File: src/design/jrs_pkg.sv
// Shared types, constants and the CRC-32 byte update for the journal record scanner.
`default_nettype none

package jrs_pkg;

    localparam int HEADER_BYTES   = 8;
    localparam int OFFSET_BITS    = 48;
    localparam int FIELD_BITS     = 32;
    localparam int CFG_IDX_BITS   = 2;
    localparam int CFG_DATA_BITS  = 32;
    localparam int VERSION_BITS   = 16;
    localparam int OUT_TDATA_BITS = 64;
    localparam int OUT_DEPTH      = 4;
    localparam int OUT_PTR_BITS   = $clog2(OUT_DEPTH);
    localparam int OUT_CNT_BITS   = $clog2(OUT_DEPTH + 1);
    localparam int MAGIC_BYTES    = 4;

    localparam logic [31:0] CRC_POLY     = 32'hEDB8_8320;
    localparam logic [31:0] CRC_INIT     = 32'hFFFF_FFFF;
    localparam logic [31:0] MAX_LEN_RST  = 32'h0100_0000;

    typedef enum logic [CFG_IDX_BITS-1:0] {
        CFG_MAGIC   = 2'd0,
        CFG_VERSION = 2'd1,
        CFG_MAX_LEN = 2'd2
    } t_cfg_idx;

    typedef enum logic [1:0] {
        KIND_PAYLOAD = 2'd0,
        KIND_EMPTY   = 2'd1,
        KIND_SUMMARY = 2'd2
    } t_kind;

    typedef enum logic [1:0] {
        HDR_OK          = 2'd0,
        HDR_SHORT       = 2'd1,
        HDR_BAD_MAGIC   = 2'd2,
        HDR_BAD_VERSION = 2'd3
    } t_hdr_status;

    typedef struct packed {
        logic       end_of_data;
        logic       byte_present;
        logic [7:0] data_byte;
    } t_in_item;

    typedef struct packed {
        t_kind                  result_kind;
        logic [7:0]             payload_byte;
        logic                   record_end;
        logic                   record_good;
        t_hdr_status            header_status;
        logic                   tail_discarded;
        logic [OFFSET_BITS-1:0] valid_bytes;
        logic                   last_of_run;
    } t_result;

    // Up to two results per input item, first one delivered first.
    typedef struct packed {
        logic [1:0] count;
        t_result    first;
        t_result    second;
    } t_push;

    function automatic logic [31:0] crc_byte(input logic [31:0] crc, input logic [7:0] b);
        logic [31:0] c;
        c = crc ^ {24'd0, b};
        for (int k = 0; k < 8; k++) begin
            c = c[0] ? ((c >> 1) ^ CRC_POLY) : (c >> 1);
        end
        return c;
    endfunction

endpackage

`default_nettype wire

File: src/design/jrs_in_reg.sv
// Input register stage: holds one accepted item until the scanner takes it.
`default_nettype none

module jrs_in_reg (
    input  wire logic              i_clk,
    input  wire logic              i_rst_n,
    input  wire logic              s_axis_tvalid,
    output logic                   s_axis_tready,
    input  wire jrs_pkg::t_in_item i_item,
    input  wire logic              i_space_ok,
    output logic                   o_take,
    output jrs_pkg::t_in_item      o_item
);

    logic              r_valid;
    jrs_pkg::t_in_item r_item;

    assign o_take        = r_valid && i_space_ok;
    assign s_axis_tready = !r_valid || i_space_ok;
    assign o_item        = r_item;

    always_ff @(posedge i_clk) begin
        if (!i_rst_n) begin
            r_valid <= 1'b0;
        end else if (s_axis_tready) begin
            r_valid <= s_axis_tvalid;
        end
    end

    always_ff @(posedge i_clk) begin
        if (s_axis_tvalid && s_axis_tready) begin
            r_item <= i_item;
        end
    end

endmodule

`default_nettype wire

File: src/design/jrs_scan.sv
// Scanner core: header check, record deframing, CRC check and end-of-data summary.
`default_nettype none

module jrs_scan (
    input  wire logic                                i_clk,
    input  wire logic                                i_rst_n,
    input  wire logic                                i_cfg_we,
    input  wire logic [jrs_pkg::CFG_IDX_BITS-1:0]    i_cfg_addr,
    input  wire logic [jrs_pkg::CFG_DATA_BITS-1:0]   i_cfg_wdata,
    input  wire logic                                i_take,
    input  wire jrs_pkg::t_in_item                   i_item,
    output jrs_pkg::t_push                           o_push
);

    typedef enum logic [1:0] {
        PH_HEADER  = 2'd0,
        PH_RECHDR  = 2'd1,
        PH_PAYLOAD = 2'd2
    } t_phase;

    localparam int FB = jrs_pkg::FIELD_BITS;
    localparam int OB = jrs_pkg::OFFSET_BITS;

    logic [31:0]                          r_magic_word;
    logic [jrs_pkg::VERSION_BITS-1:0]     r_format_version;
    logic [31:0]                          r_max_len;

    t_phase                r_phase, n_phase;
    logic [OB-1:0]         r_byte_offset, n_byte_offset;
    logic [FB-1:0]         r_field_index, n_field_index;
    logic [31:0]           r_len, n_len;
    logic [31:0]           r_chk, n_chk;
    logic [31:0]           r_crc, n_crc;
    logic [OB-1:0]         r_good_offset, n_good_offset;
    jrs_pkg::t_hdr_status  r_header_result, n_header_result;
    logic                  r_stopped, n_stopped;
    logic                  r_magic_bad, n_magic_bad;
    logic                  r_version_bad, n_version_bad;

    logic [FB-1:0]    fi_inc;
    logic [7:0]       b;
    logic [31:0]      crc_next;
    logic             good;
    logic             tail;
    logic             byte_res_v;
    jrs_pkg::t_result byte_res;
    jrs_pkg::t_result sum_res;

    always_comb begin
        n_phase         = r_phase;
        n_byte_offset   = r_byte_offset;
        n_field_index   = r_field_index;
        n_len           = r_len;
        n_chk           = r_chk;
        n_crc           = r_crc;
        n_good_offset   = r_good_offset;
        n_header_result = r_header_result;
        n_stopped       = r_stopped;
        n_magic_bad     = r_magic_bad;
        n_version_bad   = r_version_bad;
        fi_inc          = r_field_index + 1'b1;
        b               = i_item.data_byte;
        crc_next        = jrs_pkg::crc_byte(r_crc, b);
        good            = 1'b0;
        tail            = 1'b0;
        byte_res_v      = 1'b0;
        byte_res        = '0;
        sum_res         = '0;
        o_push          = '0;

        if (i_take && i_item.byte_present && !r_stopped) begin
            n_byte_offset = r_byte_offset + 1'b1;
            unique case (r_phase)
                PH_HEADER: begin
                    if (r_field_index < FB'(jrs_pkg::MAGIC_BYTES)
                        && b != r_magic_word[{r_field_index[1:0], 3'b000} +: 8]) begin
                        n_magic_bad = 1'b1;
                    end
                    if (r_field_index == FB'(4) && b != r_format_version[7:0]) begin
                        n_version_bad = 1'b1;
                    end
                    if (r_field_index == FB'(5) && b != r_format_version[15:8]) begin
                        n_version_bad = 1'b1;
                    end
                    if (r_field_index == FB'(jrs_pkg::HEADER_BYTES - 1)) begin
                        n_header_result = n_magic_bad   ? jrs_pkg::HDR_BAD_MAGIC :
                                          n_version_bad ? jrs_pkg::HDR_BAD_VERSION :
                                                          jrs_pkg::HDR_OK;
                        n_phase       = PH_RECHDR;
                        n_field_index = '0;
                    end else begin
                        n_field_index = fi_inc;
                    end
                end
                PH_RECHDR: begin
                    if (!r_field_index[2]) begin
                        n_len[{r_field_index[1:0], 3'b000} +: 8] = b;
                    end else begin
                        n_chk[{r_field_index[1:0], 3'b000} +: 8] = b;
                    end
                    if (r_field_index == FB'(7)) begin
                        n_field_index = '0;
                        if (n_len > r_max_len) begin
                            n_stopped = 1'b1;
                        end else if (n_len == 32'd0) begin
                            good                 = (n_chk == 32'd0);
                            byte_res_v           = 1'b1;
                            byte_res.result_kind = jrs_pkg::KIND_EMPTY;
                            byte_res.record_end  = 1'b1;
                            byte_res.record_good = good;
                            if (good) begin
                                n_good_offset = n_byte_offset;
                            end else begin
                                n_stopped = 1'b1;
                            end
                        end else begin
                            n_phase = PH_PAYLOAD;
                            n_crc   = jrs_pkg::CRC_INIT;
                        end
                    end else begin
                        n_field_index = fi_inc;
                    end
                end
                PH_PAYLOAD: begin
                    n_crc                 = crc_next;
                    byte_res_v            = 1'b1;
                    byte_res.result_kind  = jrs_pkg::KIND_PAYLOAD;
                    byte_res.payload_byte = b;
                    if (fi_inc == r_len) begin
                        good                 = ((~crc_next) == r_chk);
                        byte_res.record_end  = 1'b1;
                        byte_res.record_good = good;
                        if (good) begin
                            n_good_offset = n_byte_offset;
                        end else begin
                            n_stopped = 1'b1;
                        end
                        n_phase       = PH_RECHDR;
                        n_field_index = '0;
                    end else begin
                        n_field_index = fi_inc;
                    end
                end
                default: begin
                    n_phase = r_phase;
                end
            endcase
        end

        if (i_take && i_item.end_of_data) begin
            tail = n_stopped || n_phase == PH_PAYLOAD
                || (n_phase == PH_RECHDR && n_field_index != '0);
            sum_res.result_kind    = jrs_pkg::KIND_SUMMARY;
            sum_res.header_status  = n_header_result;
            sum_res.tail_discarded = tail;
            sum_res.valid_bytes    = n_good_offset;
            sum_res.last_of_run    = 1'b1;
            // new journal starts with the next byte
            n_phase         = PH_HEADER;
            n_byte_offset   = '0;
            n_field_index   = '0;
            n_len           = '0;
            n_chk           = '0;
            n_crc           = jrs_pkg::CRC_INIT;
            n_good_offset   = '0;
            n_header_result = jrs_pkg::HDR_SHORT;
            n_stopped       = 1'b0;
            n_magic_bad     = 1'b0;
            n_version_bad   = 1'b0;
            if (byte_res_v) begin
                o_push.count  = 2'd2;
                o_push.first  = byte_res;
                o_push.second = sum_res;
            end else begin
                o_push.count = 2'd1;
                o_push.first = sum_res;
            end
        end else if (byte_res_v) begin
            byte_res.last_of_run = 1'b1;
            o_push.count         = 2'd1;
            o_push.first         = byte_res;
        end
    end

    always_ff @(posedge i_clk) begin
        if (!i_rst_n) begin
            r_magic_word     <= '0;
            r_format_version <= '0;
            r_max_len        <= jrs_pkg::MAX_LEN_RST;
            r_phase          <= PH_HEADER;
            r_byte_offset    <= '0;
            r_field_index    <= '0;
            r_crc            <= jrs_pkg::CRC_INIT;
            r_good_offset    <= '0;
            r_header_result  <= jrs_pkg::HDR_SHORT;
            r_stopped        <= 1'b0;
            r_magic_bad      <= 1'b0;
            r_version_bad    <= 1'b0;
        end else begin
            if (i_cfg_we) begin
                unique case (i_cfg_addr)
                    jrs_pkg::CFG_MAGIC:   r_magic_word <= i_cfg_wdata;
                    jrs_pkg::CFG_VERSION: begin
                        r_format_version <= i_cfg_wdata[jrs_pkg::VERSION_BITS-1:0];
                    end
                    jrs_pkg::CFG_MAX_LEN: r_max_len <= i_cfg_wdata;
                    default: begin
                        r_max_len <= r_max_len;
                    end
                endcase
            end
            r_phase         <= n_phase;
            r_byte_offset   <= n_byte_offset;
            r_field_index   <= n_field_index;
            r_crc           <= n_crc;
            r_good_offset   <= n_good_offset;
            r_header_result <= n_header_result;
            r_stopped       <= n_stopped;
            r_magic_bad     <= n_magic_bad;
            r_version_bad   <= n_version_bad;
        end
    end

    always_ff @(posedge i_clk) begin
        r_len <= n_len;
        r_chk <= n_chk;
    end

    a_header_quiet: assert property (@(posedge i_clk) disable iff (!i_rst_n)
        (i_take && r_phase == PH_HEADER && !i_item.end_of_data) |-> (o_push.count == 2'd0))
        else $error("header byte produced a result");

    a_stopped_quiet: assert property (@(posedge i_clk) disable iff (!i_rst_n)
        (i_take && r_stopped && !i_item.end_of_data) |-> (o_push.count == 2'd0))
        else $error("result after scan stop");

    a_summary_last: assert property (@(posedge i_clk) disable iff (!i_rst_n)
        (i_take && i_item.end_of_data) |->
            ((o_push.count == 2'd1 && o_push.first.result_kind == jrs_pkg::KIND_SUMMARY)
          || (o_push.count == 2'd2 && o_push.second.result_kind == jrs_pkg::KIND_SUMMARY)))
        else $error("end marker without trailing summary");

    a_clear_after_eod: assert property (@(posedge i_clk) disable iff (!i_rst_n)
        (i_take && i_item.end_of_data) |=>
            (r_phase == PH_HEADER && r_byte_offset == '0 && !r_stopped))
        else $error("scan state not cleared after summary");

endmodule

`default_nettype wire

File: src/design/jrs_out_queue.sv
// Four-entry result queue: takes up to two results per cycle, delivers one.
`default_nettype none

module jrs_out_queue (
    input  wire logic           i_clk,
    input  wire logic           i_rst_n,
    input  wire jrs_pkg::t_push i_push,
    output logic                o_space_ok,
    output logic                o_valid,
    input  wire logic           i_ready,
    output jrs_pkg::t_result    o_result
);

    localparam int PB = jrs_pkg::OUT_PTR_BITS;
    localparam int CB = jrs_pkg::OUT_CNT_BITS;

    jrs_pkg::t_result r_mem [jrs_pkg::OUT_DEPTH];
    logic [PB-1:0]    r_wr_ptr, r_rd_ptr;
    logic [CB-1:0]    r_count, n_count;
    logic             pop;
    logic [PB-1:0]    wr_ptr_1;

    assign o_space_ok = (r_count <= CB'(jrs_pkg::OUT_DEPTH - 2));
    assign o_valid    = (r_count != '0);
    assign o_result   = r_mem[r_rd_ptr];
    assign pop        = o_valid && i_ready;
    assign wr_ptr_1   = r_wr_ptr + 1'b1;

    always_comb begin
        n_count = r_count + CB'(i_push.count) - CB'(pop);
    end

    always_ff @(posedge i_clk) begin
        if (!i_rst_n) begin
            r_wr_ptr <= '0;
            r_rd_ptr <= '0;
            r_count  <= '0;
        end else begin
            r_wr_ptr <= r_wr_ptr + PB'(i_push.count);
            if (pop) begin
                r_rd_ptr <= r_rd_ptr + 1'b1;
            end
            r_count <= n_count;
        end
    end

    always_ff @(posedge i_clk) begin
        if (i_push.count != 2'd0) begin
            r_mem[r_wr_ptr] <= i_push.first;
        end
        if (i_push.count == 2'd2) begin
            r_mem[wr_ptr_1] <= i_push.second;
        end
    end

    a_push_room: assert property (@(posedge i_clk) disable iff (!i_rst_n)
        (i_push.count != 2'd0) |-> (r_count <= CB'(jrs_pkg::OUT_DEPTH - 2)))
        else $error("push into a full result queue");

    a_count_bound: assert property (@(posedge i_clk) disable iff (!i_rst_n)
        1'b1 |-> (r_count <= CB'(jrs_pkg::OUT_DEPTH)))
        else $error("result queue count overflow");

    a_ptr_match: assert property (@(posedge i_clk) disable iff (!i_rst_n)
        1'b1 |-> (PB'(r_wr_ptr - r_rd_ptr) == r_count[PB-1:0]))
        else $error("queue pointers disagree with count");

endmodule

`default_nettype wire

File: src/design/journal_record_scanner_core.sv
// Top level of the journal record scanner: byte stream in, deframed payload and verdicts out.
`default_nettype none

// Takes one journal byte per cycle while the output queue has room. An item
// is registered on entry and handled by the scanner once the output queue
// has room, and the scanner writes its results into the queue registers,
// from which the first result is presented on the output. Each item yields
// zero, one or two results; two arise only when a byte and the end marker
// come together, and a four-entry output queue absorbs them so input stalls
// only while that queue holds more than two results. CRC-32 is checked one
// byte per cycle while input is not stalled. Configuration registers must be
// written by the user through the plain write port only while the stream is
// idle; the block does not enforce it. They take effect for the next item.
module journal_record_scanner_core (
    input  wire logic                                i_clk,
    input  wire logic                                i_rst_n,
    input  wire logic                                i_cfg_we,
    input  wire logic [jrs_pkg::CFG_IDX_BITS-1:0]    i_cfg_addr,
    input  wire logic [jrs_pkg::CFG_DATA_BITS-1:0]   i_cfg_wdata,
    input  wire logic                                s_axis_tvalid,
    output logic                                     s_axis_tready,
    input  wire logic [7:0]                          s_axis_tdata,  // data_byte
    input  wire logic                                s_axis_tuser,  // byte_present
    input  wire logic                                s_axis_tlast,  // end_of_data
    output logic                                     m_axis_tvalid,
    input  wire logic                                m_axis_tready,
    // payload_byte[7:0], record_end[8], record_good[9], header_status[11:10],
    // tail_discarded[12], valid_bytes[60:13], zero fill[63:61]
    output logic [jrs_pkg::OUT_TDATA_BITS-1:0]       m_axis_tdata,
    output logic [1:0]                               m_axis_tuser,  // result_kind
    output logic                                     m_axis_tlast   // last_of_run
);

    jrs_pkg::t_in_item in_item;
    jrs_pkg::t_in_item held_item;
    jrs_pkg::t_push    push;
    jrs_pkg::t_result  res;
    logic              take;
    logic              space_ok;

    assign in_item.data_byte    = s_axis_tdata;
    assign in_item.byte_present = s_axis_tuser;
    assign in_item.end_of_data  = s_axis_tlast;

    jrs_in_reg u_in_reg (
        .i_clk         (i_clk),
        .i_rst_n       (i_rst_n),
        .s_axis_tvalid (s_axis_tvalid),
        .s_axis_tready (s_axis_tready),
        .i_item        (in_item),
        .i_space_ok    (space_ok),
        .o_take        (take),
        .o_item        (held_item)
    );

    jrs_scan u_scan (
        .i_clk       (i_clk),
        .i_rst_n     (i_rst_n),
        .i_cfg_we    (i_cfg_we),
        .i_cfg_addr  (i_cfg_addr),
        .i_cfg_wdata (i_cfg_wdata),
        .i_take      (take),
        .i_item      (held_item),
        .o_push      (push)
    );

    jrs_out_queue u_out_queue (
        .i_clk      (i_clk),
        .i_rst_n    (i_rst_n),
        .i_push     (push),
        .o_space_ok (space_ok),
        .o_valid    (m_axis_tvalid),
        .i_ready    (m_axis_tready),
        .o_result   (res)
    );

    assign m_axis_tdata = {3'b000, res.valid_bytes, res.tail_discarded, res.header_status,
                           res.record_good, res.record_end, res.payload_byte};
    assign m_axis_tuser = res.result_kind;
    assign m_axis_tlast = res.last_of_run;

endmodule

`default_nettype wire

File: config.mk
export PLATFORM = sky130hd
export DESIGN_NAME = journal_record_scanner_core
export DESIGN_NICKNAME = d
export VERILOG_FILES = /design/src/design/jrs_pkg.sv /design/src/design/jrs_in_reg.sv /design/src/design/jrs_scan.sv /design/src/design/jrs_out_queue.sv /design/src/design/journal_record_scanner_core.sv
export SDC_FILE = /design/constraint.sdc
export NUM_CORES = 1
export LEC_CHECK = 0
export ABC_AREA = 1
export BUFFER_PORTS_ARGS = -buffer_cell sky130_fd_sc_hd__buf_2
export CAP_MARGIN = 20
export CELL_PAD_IN_SITES_DETAIL_PLACEMENT = 0
export CELL_PAD_IN_SITES_GLOBAL_PLACEMENT = 1
export CORE_MARGIN = 2
export CORE_UTILIZATION = 42
export DETAILED_ROUTE_END_ITERATION = 16
export PLACE_DENSITY_LB_ADDON = 0.1
export SETUP_SLACK_MARGIN = 0.05
export SKIP_CTS_REPAIR_TIMING = 1
export SYNTH_ARGS = -nofsm -noshare
export SYNTH_HDL_FRONTEND = slang
export SYNTH_HIERARCHICAL = 1
export SYNTH_SLANG_ARGS = --single-unit
File: constraint.sdc
create_clock -name i_clk -period 13.4 [get_ports i_clk]
set_input_delay 4.02 -clock i_clk [delete_from_list [all_inputs] [get_ports i_clk]]
set_output_delay 4.02 -clock i_clk [all_outputs]
set_load 0.05 [all_outputs]
Yosys cells after proc, flatten, opt, wreduce, memory -nomap -nowiden:

Memories as Yosys holds them, arrays and structs flattened. A register that Yosys moved wholly into a read port is not among the register bits.
Index checks and enable logic that the tools add are counted.
Widths: inputs -> output; s select.

* flip-flop bits (word level): 329
* bits in writable memories: 256
* bits of input ports: 49
* output and inout bits: 69
* logic and storage cells: 182
* memories: 1

* $add $sub $neg: 8
* $lt $le $gt $ge: 3
* equal/unequal tests: 18
* shifts and indexed selects: 3
* mux-type cells: 86
* bitwise logic cells: 11
* reductions and logical operators: 31

Memories
* u_out_queue.r_mem: depth 4, width 64, rd ports 1, clocked after Yosys merged registers in 1, wr ports 2, RTL line jrs_out_queue.sv:17 `jrs_pkg::t_result r_mem [jrs_pkg::OUT_DEPTH];`

Operator list (number)
* $mux 32: 20
* $mux 48: 7
* $mux 66: 2
* $mux 64: 2
* $pmux 32 s2: 2
* $not 13->14: 8
* $eq 32x3->1 const B: 3
* $pmux 48 s2: 1
* $mux 65: 1
* $bwmux 32: 2
* $eq 32x32->1: 2
* $logic_not 32->1: 2
* $add 48x1->48 const B: 1
* $mux 2: 20
* $add 32x1->32 const B: 1
* $gt 32x32->1: 1
* $lt 32x3->1 const B: 1
* $not 32->32: 1
* $reduce_bool 32->1: 1
* $shift 8x7->32 const A: 1
* $shiftx 32x6->8: 1
* $shiftx 8x7->32: 1
* $xor 32x8->32: 1
* $ne 8x8->1: 3
* other kinds (26): 75

Depth between registers and ports, before layout:

Gate-level depths: netlist (run 1).

* word-level depth: 30
* depth in mapped cells: 33
* gate-level depth less buffers: 29

Cells and area by module:

The synthesis (run 1) kept the hierarchy.

Modules (own cells, without submodules)
* jrs_scan: times used 1, cells each 3092, area each 19741.4 um2, seq. area each 6226.0 um2
* jrs_out_queue: times used 1, cells each 1325, area each 13210.2 um2, seq. area each 7867.5 um2
* jrs_in_reg: times used 1, cells each 19, area each 359.1 um2, seq. area each 320.3 um2
* journal_record_scanner_core: times used 1, cells each 4, area each 26.3 um2, seq. area each 0.0 um2

Worst setup path after synthesis (run 1):

OpenSTA, ideal clock, no wires.

* kind: register -> register
* start: register u_scan.r_field_index[0]
* end: memory u_out_queue/r_mem[3][0] in the netlist's numbering, enable pin
* setup time: 0.581 ns
* arrival: 8.915 ns
* data required time: 12.819 ns
* setup slack: 3.904 ns
* stages on the path, launching flop included: 25
* path buffers: 3
* clock period less this slack: 9.496 ns
* path through: dfxtp_1 > inv_1 > clkbuf_1 > clkbuf_1 > ha_1 > inv_2 > nand2_1 > nor2_1 > o21ai_0 > inv_1 > ha_1 > inv_1 > nor4_1 > inv_1 > nor4_1 > nand3_1 > nand2_1 > nand2_1 > nor4_1 > nor2_1 > inv_1 > ha_1 > buf_4 > nor2_1 > o31ai_1

RTL lines
* start, declared: RTL line jrs_scan.sv:30 `logic [FB-1:0] r_field_index, n_field_index;`
* start signal, assigned: RTL line jrs_scan.sv:214 `r_field_index <= n_field_index;`
* end, declared: RTL line jrs_out_queue.sv:17

==> qor.yml, run 1 <==
status:
  status: "completed"
logic_synthesis:
  ys_seq_area_frac: 0.432
  yosys_warnings: 6
  synth_top_area_frac: 0.240
  synth_top_area_cell: "edfxtp_1"
  synth_enable_flop_cells: 266
  yosys_most_used_dff: "dfxtp_1"
  ys_ff_latch: 587
  syn_area_um2: 33300
  synth_cells: 4440
  synthArstFlopShare: 0
  synthTopCellsByArea: "edfxtp_1 24%, dfxtp_1 19%, nand2_1 10%"
  postSynthAreaPerCell_um2: 7.51
  synth_cell_types: 61
critical_path:
  criticalPathCategory: "reg2out"
  cp.required_ns: 9.38
  cp-end-kind: "output pin"
  cp.arrival_ns: 3.84
  ff2ff_path_depth: 23
  rr_endpoint: "u_out_queue/r_mem[2][11]"
  startpoint_type: "register"
  reg2reg_from: "u_scan/r_field_index[1]"
  reg2reg_slack_ns: 5.69
  path_max_fanout: 77
sta:
  rsz0062_at_grt: "no"
  finalSetupViolCount: 0
  setup_slack_ns: 5.54
  setup_tns_ns: 0
  fin_crit_sh: 0.586
  slew_viol_final: 0
  fmax_mhz: 127
  worst_slew_pin_slew_ns: 1.05
  fin_crit_ns: 7.86
  whs_ns: 0.466
  slew_headroom: 0.296
  fin_skew_ns: 0.0281
  finalHoldViolations: 0
power_and_ir_drop:
  leakage_nw: 14.0
  ir_drop_mv: 0.0851
  p_per_area_nw_per_um2: 142
global_routing:
  antenna_found_initial: 1
  overflow: 0
  grtUsageTotal: 0.263
  grt_pass1_wl_um: 167000
  grt_max_degree: 105
  grt_pass1_vias: 27849
layout:
  fillers: 8078
  seq_area_um2: 14400
  antenna_cells: 0
  multiInputGateArea_um2: 15900
  area_growth_pct: 9.72
  drive_above_1_share: 0.0930
  nNetsFinal: 4528
clocking:
  cts_tree: "yes"
  clk_pin_slew_ns: 0.06
  cts_buffer_depth: 3
  htree_levels: 3
  clock_sinks: 587
  root_buffer: "clkbuf_16"
  clk_latency_ns: 0.62
  cts_made_buffers: 68
worst_hold_path:
  hold_start: "u_scan/r_max_len[30]"
  hold_path_class: "reg2reg"
  hold_depth: 2
  min_to: "u_scan/r_max_len[30]"
placed_design:
  port_buffers: 114
  gp_congestion: 0.908
  hpwl_um: 76900
  pre_cts_slack_ns: 5.58
floorplan:
  row_count: 103
  num_io_pins: 118
  die_h_um: 286
  core_area_um2: 78700
  dieWidth_um: 286
  initial_utilization: 0.423
  die_area_um2: 81600
detailed_routing:
  routed_wl_um: 109000
  drc: 0
  first_iter_violations: 1964
  drt-vias-per-instance: 5.31
  vias: 29411
  ant_nets: 0
  routedWlPerCell_um: 19.6
  firstDrtPassIters: 6
flow_run:
  drv_cap: 0
==> per-stage QoR <==
stage / instances / cell area, um2 / total power, mW / util
6_report: 5534 / 36600 / 5.18 / 0.465
5_1_grt: 5534 / 36600 / 5.42 / 0.465
4_1_cts: 5532 / 36500 / 5.22 / 0.464
3_5_place_dp: 5407 / 34200 / 3.29 / 0.435
3_3_place_gp: 5407 / 34200 / 3.29 / 0.435
2_1_floorplan: 4452 / 33400 / 2.92 / -
==> worst max path at each step <==
stage,to,slack [ns],depth (start not counted)
global placement,u_out_queue/r_mem[0][36],5.70,22
CTS,m_axis_tdata[56],5.43,5
detailed placement,u_out_queue/r_mem[0][39],5.58,22
global route,u_out_queue/r_mem[2][11],5.15,23
finish,m_axis_tdata[30],5.54,5
floorplan,u_out_queue/r_mem[3][0],3.90,24
==> cell usage after synthesis (5+ instances only) <==
library cell and number:
nor2_2 6, nor3_1 33, xnor2_1 35, buf_2 47, a211oi_1 5, ha_1 49, o211ai_1 24, nand2_2 12
nand4_1 47, edfxtp_1 266, buf_6 45, o21ai_0 518, buf_4 19, or2_2 10, nor4_1 21, nand3b_1 29
o22ai_1 87, buf_1 11, nand3b_2 9, o21ai_2 70, clkinv_1 8, nor2_1 514, o221ai_1 5, inv_1 438
clkbuf_1 121, xor2_1 102, o21ai_1 98, dfxtp_1 321, a211o_1 5, nand2_1 927, inv_2 18, a21oi_1 348
nand3_1 146
==> layout make-up <==
type / instances / share of cell area
Multi-Input combinational cell: 3155 / 0.435
Sequential cell: 587 / 0.394
Clock buffer: 87 / 0.0507
Inverter: 464 / 0.0477
Tap cell: 1050 / 0.0359
Timing Repair Buffer: 153 / 0.0247
Clock inverter: 38 / 0.0121
==> sequential cells by signal (all words and copies together) (netlist names), 2 cells and up, named ones only <==
register and flops:
u_out_queue/r_mem 256, u_scan/r_byte_offset 48, u_scan/r_good_offset 48, u_scan/r_chk 32, u_scan/r_crc 32, u_scan/r_field_index 32, u_scan/r_len 32, u_scan/r_magic_word 32
u_scan/r_max_len 32, u_scan/r_format_version 16, u_in_reg/o_item 10, u_out_queue/r_count 3, u_out_queue/r_rd_ptr 2, u_out_queue/r_wr_ptr 2, u_scan/r_header_result 2, u_scan/r_phase 2
==> where the power goes <==
group / leakage (nW) / internal (mW) / switching (mW)
registers: 4.88 / 1.93 / 0.0782
clock network: 1.12 / 1.13 / 0.800
logic: 8.05 / 0.317 / 0.924
total: 14.0 / 3.38 / 1.80
==> kinds of logic (layout without fill, tap and decap cells) <==
logic type / count (synthesis) / in the layout / share of synthesized area
adder cells (fa/ha/maj): 50 / 50 / 0.0190
buffers and inverters: 710 / 742 / 0.0947
flip-flops: 587 / 587 / 0.432
AND/OR/NAND/NOR: 1770 / 1770 / 0.221
XOR/XNOR: 144 / 144 / 0.0396
AO/OA/AOI/OAI: 1177 / 1177 / 0.193
other: 2 / 14 / 0.000225
==> worst max-delay path: stages, from the launching register on <==
cell and delay, ns:
dfxtp_4 0.88, clkinv_2 0.95, buf_4 0.65, o21ai_0 0.25, o22ai_1 0.18, buf_2 0.26
==> placed cells by master (no fill, tap or decap), types with 5 or more instances in the layout <==
cell type / n
buf_2: 114
o21ai_1: 98
clkbuf_1: 12
xnor2_1: 35
o211ai_1: 24
o221ai_1: 5
nor2_2: 7
nand3b_2: 9
inv_2: 20
nand3_1: 146
nand2_2: 11
bufinv_16: 7
nor3_1: 33
inv_1: 436
xor2_1: 102
clkbuf_8: 6
buf_4: 37
edfxtp_1: 266
or2_2: 10
clkinv_2: 15
nand2_1: 922
o22ai_1: 87
dfxtp_1: 319
o21ai_0: 518
nand4_1: 47
nand2_4: 7
a211oi_1: 5
clkinv_1: 13
ha_1: 49
a21oi_1: 347
nand3b_1: 29
clkbuf_16: 69
conb_1: 14
a211o_1: 5
o21ai_2: 70
nor2_1: 511
nor4_1: 21
==> metal layers <==
metal	routed length, um	share of wire	vias to the layer above	global-route usage
met3	4870	0.045	129	0.0266
met1	48700	0.45	13800	0.351
met4	2580	0.024	2	0.0730
met5	16	0.00015	-	0
met2	52500	0.48	702	0.454
li1	-	-	14778	-
Note: power is estimated with default switching activity, not from simulation.
==> inputs of run 2 (changes only) <==
- ABC_AREA: 1 -> 0
- clock period: 13.4 -> 8.1 ns (I/O delays scaled with it)
==> run 2 against run 1 <==
Routed wire length shrank 5.1%. Via count fell by 16%. Sequential share of layout area fell by 0.31 points. Count of clock-buffer cells in the layout grew 13. Combinational power is 23% higher.
==> qor.yml, run 2 <==
layout:
  fillers: 7446  # was 8078
  drive_above_1_share: 0.204  # was 0.0930
  nNetsFinal: 3295  # was 4528
  layout.cells.non_filler: 4305  # was 5534
  final_common_cell: "nand2_1"  # unchanged
  seq_area_um2: 14400  # about the same
  multiInputGateArea_um2: 17500  # was 15900 um2
  top_register: "u_out_queue/r_mem"  # unchanged
  largest_reg_flops: 256  # unchanged
  final_cell_mix: "388 x nand2_1, 319 x dfxtp_1, 266 x edfxtp_1"  # was 922 x nand2_1, 518 x o21ai_0, 511 x nor2_1
  area_growth_pct: 10.5  # was 9.72%
  reg.largest.list: "u_out_queue/r_mem (256), u_scan/r_byte_offset (48), u_scan/r_good_offset (48)"  # unchanged
logic_synthesis:
  postSynthAreaPerCell_um2: 10.5  # was 7.51 um2
  synth_top_area_frac: 0.239  # was 0.240
  synth_cells: 3179  # was 4440
  ys_seq_area_frac: 0.432  # about the same
  yosysMostFrequentCell: "nand2_1"  # unchanged
  synth_top_area_cell: "edfxtp_1"  # unchanged
  synthArstFlopShare: 0  # unchanged
  syn_area_um2: 33400  # was 33300 um2
  synth_enable_flop_cells: 266  # unchanged
  yosys_most_used_dff: "dfxtp_1"  # unchanged
  ys_top_cells_by_count: "389 x nand2_1, 321 x dfxtp_1, 266 x edfxtp_1, 214 x nor2_1, 197 x mux2_2"  # was 927 x nand2_1, 518 x o21ai_0, 514 x nor2_1, 438 x inv_1, 348 x a21oi_1
  yosys_warnings: 6  # unchanged
  synthTopCellsByArea: "edfxtp_1 24%, dfxtp_1 19%, mux2_2 6.7%"  # was edfxtp_1 24%, dfxtp_1 19%, nand2_1 10%
  synth_cell_types: 97  # was 61
  ys_ff_latch: 587  # unchanged
critical_path:
  crit_chain: "inv_1 -> ha_1 -> nor4b_1 -> buf_4 -> nand2_1 -> o21ai_0 -> ha_1 -> a211o_1 -> o211ai_1 -> a211o_1 -> nand3_1 -> nor3b_1 -> o2111a_1 -> o21a_1 -> ha_1 -> or3b_2 -> a21oi_4 -> buf_4"  # was clkinv_2 -> buf_4 -> o21ai_0 -> o22ai_1 -> buf_2
  cp.required_ns: 8.34  # was 9.38 ns
  crit_path_frequent_cell: "ha_1"
  criticalPathCategory: "reg2reg"  # was reg2out
  reg2reg_slack_ns: 1.16  # was 5.69 ns
  critical_path_buf_inv_count: 3  # unchanged
  critPathMaxStageDelay_ns: 0.79  # was 0.95 ns
  cp_top_family: "compound AO/OA/AOI/OAI gates"  # was buffers and inverters
  slowest_stage: "dfxtp_1"  # was clkinv_2
  path_max_fanout: 28  # was 77
  cp-end-kind: "register"  # was output pin
  cp.arrival_ns: 7.18  # was 3.84 ns
  startpoint_type: "register"  # unchanged
detailed_routing:
  routedWlPerCell_um: 23.9  # was 19.6 um
  first_iter_violations: 1703  # was 1964
  vias: 24603  # was 29411
  routed_wl_um: 103000  # was 109000 um
  drc: 0  # unchanged
  firstDrtPassIters: 5  # was 6
  drt-vias-per-instance: 5.71  # was 5.31
  ant_nets: 0  # unchanged
placed_design:
  hpwl_um: 69100  # was 76900 um
  dp_cells: 4174  # was 5407
  port_buffers: 114  # unchanged
  pre_cts_slack_ns: 1.37  # was 5.58 ns
  gp_congestion: 0.889  # was 0.908
sta:
  fmax_mhz: 144
  fin_crit_ns: 6.94
  fin_crit_sh: 0.857
  finalSetupViolCount: 0  # unchanged
  worst_slew_pin_slew_ns: 1.09  # was 1.05 ns
  finalHoldViolations: 0  # unchanged
  rsz0062_at_grt: "no"  # unchanged
  slew_headroom: 0.271  # was 0.296
  fin_skew_ns: 0.0212  # was 0.0281 ns
  slew_viol_final: 0  # unchanged
  setup_slack_ns: 1.16  # was 5.54 ns
  setup_tns_ns: 0  # unchanged
status:
  status: "completed"  # unchanged
power_and_ir_drop:
  leakage_nw: 13.0  # was 14.0 nW
  p_per_area_nw_per_um2: 213  # was 142 nW/um2
  ir_drop_mv: 0.134  # was 0.0851 mV
clocking:
  cts_made_buffers: 70  # was 68
  clk_latency_ns: 0.62  # about the same
  cts_buffer_depth: 3  # unchanged
  htree_levels: 3  # unchanged
  root_buffer: "clkbuf_16"  # unchanged
  clk_pin_slew_ns: 0.06  # about the same
  clock_sinks: 587  # unchanged
  cts_tree: "yes"  # unchanged
floorplan:
  dieWidth_um: 286  # about the same
  num_io_pins: 118  # unchanged
  initial_utilization: 0.423  # about the same
  die_h_um: 286  # about the same
  die_area_um2: 81700  # was 81600 um2
  core_area_um2: 78900  # was 78700 um2
  row_count: 103  # unchanged
global_routing:
  antenna_found_initial: 3  # was 1
  grt_pass1_wl_um: 156000  # was 167000 um
  overflow: 0  # unchanged
  grt_max_degree: 91  # was 105
  grt_pass1_vias: 25039  # was 27849
  grtUsageTotal: 0.251  # was 0.263
worst_hold_path:
  hold_path_class: "reg2reg"  # unchanged
flow_run:
  drv_cap: 0  # unchanged
[run 2: cell types whose count changed after synthesis, moves of 80 or more]
| cell | delta |
|---|---|
| o21ai_0 | -408 |
| a21oi_1 | -233 |
| o21ai_1 | -95 |
| a21boi_0 | +80 |
| nand2_1 | -538 |
| mux2_2 | +197 |
| o22ai_1 | -82 |
| inv_1 | -374 |
| nor2_1 | -300 |
| o2bb2ai_1 | +87 |
| xnor2_1 | +110 |
[run 2: cell families (layout without fill, tap and decap cells)]
group                    count (synthesis)  after routing  share of synthesized area
buffers and inverters                  304            365                     0.0466
adder cells (fa/ha/maj)                 50             50                     0.0190
other                                    2             17                   0.000225
XOR/XNOR                               273            273                     0.0863
flip-flops                             587            587                      0.432
multiplexers                           344            344                      0.147
AND/OR/NAND/NOR                       1086           1086                      0.161
AO/OA/AOI/OAI                          533            533                      0.109
[run 2: metal layers]
metal	vias up	wire length, um	GRT usage	share of wire
met3	174	4170	0.0332	0.040
met1	12297	44400	0.319	0.43
met2	556	51000	0.438	0.49
met5	-	0	0	0
met4	0	3510	0.0864	0.034
li1	11576	-	-	-
[run 2: layout make-up]
class	count	area share
tap	1050	0.0356
antenna	3	0.000204
timing repair buffer	172	0.0297
inverter	65	0.00662
clock inverter	28	0.00841
sequential	587	0.391
clock buffer	100	0.0533
multi-input combinational	2300	0.475
[run 2: path summary, 6_finish.rpt]
| kind | from | endpoint | cells past startpoint |
|---|---|---|---|
| worst max-delay path | u_scan/r_field_index[1] | u_out_queue/r_mem[2][51] | 18 |
| worst min register to register | u_scan/r_max_len[13] | u_scan/r_max_len[13] | 2 |
| worst max register to register | u_scan/r_field_index[1] | u_out_queue/r_mem[2][51] | 18 |
| worst min-delay path | u_scan/r_max_len[13] | u_scan/r_max_len[13] | 2 |
[run 2: where the power goes]
group          switching (mW)  internal [mW]  total (mW)
combinational            1.03          0.494        1.53
sequential             0.0461           3.15        3.19
clock                    1.30           1.83        3.14
[run 2: tightest hold or removal path: stages, from the launching register on]
cell and delay [ns]:
dfxtp_1 0.30, nand2_1 0.04, a21boi_0 0.06
[run 2: per-stage QoR]
| stage | hold slack, ns | power, mW | cell area (um2) | utilization |
|---|---|---|---|---|
| final | 0.463 | 7.86 | 36900 | 0.468 |
| after global routing | 0.485 | 8.16 | 36900 | 0.468 |
| after CTS | 0.464 | 7.97 | 36900 | 0.467 |
| after detailed placement | 0.456 | 4.80 | 34600 | 0.439 |
| after global placement | 0.448 | 4.80 | 34600 | 0.439 |
| after floorplan | 0.440 | 4.37 | 33400 | - |
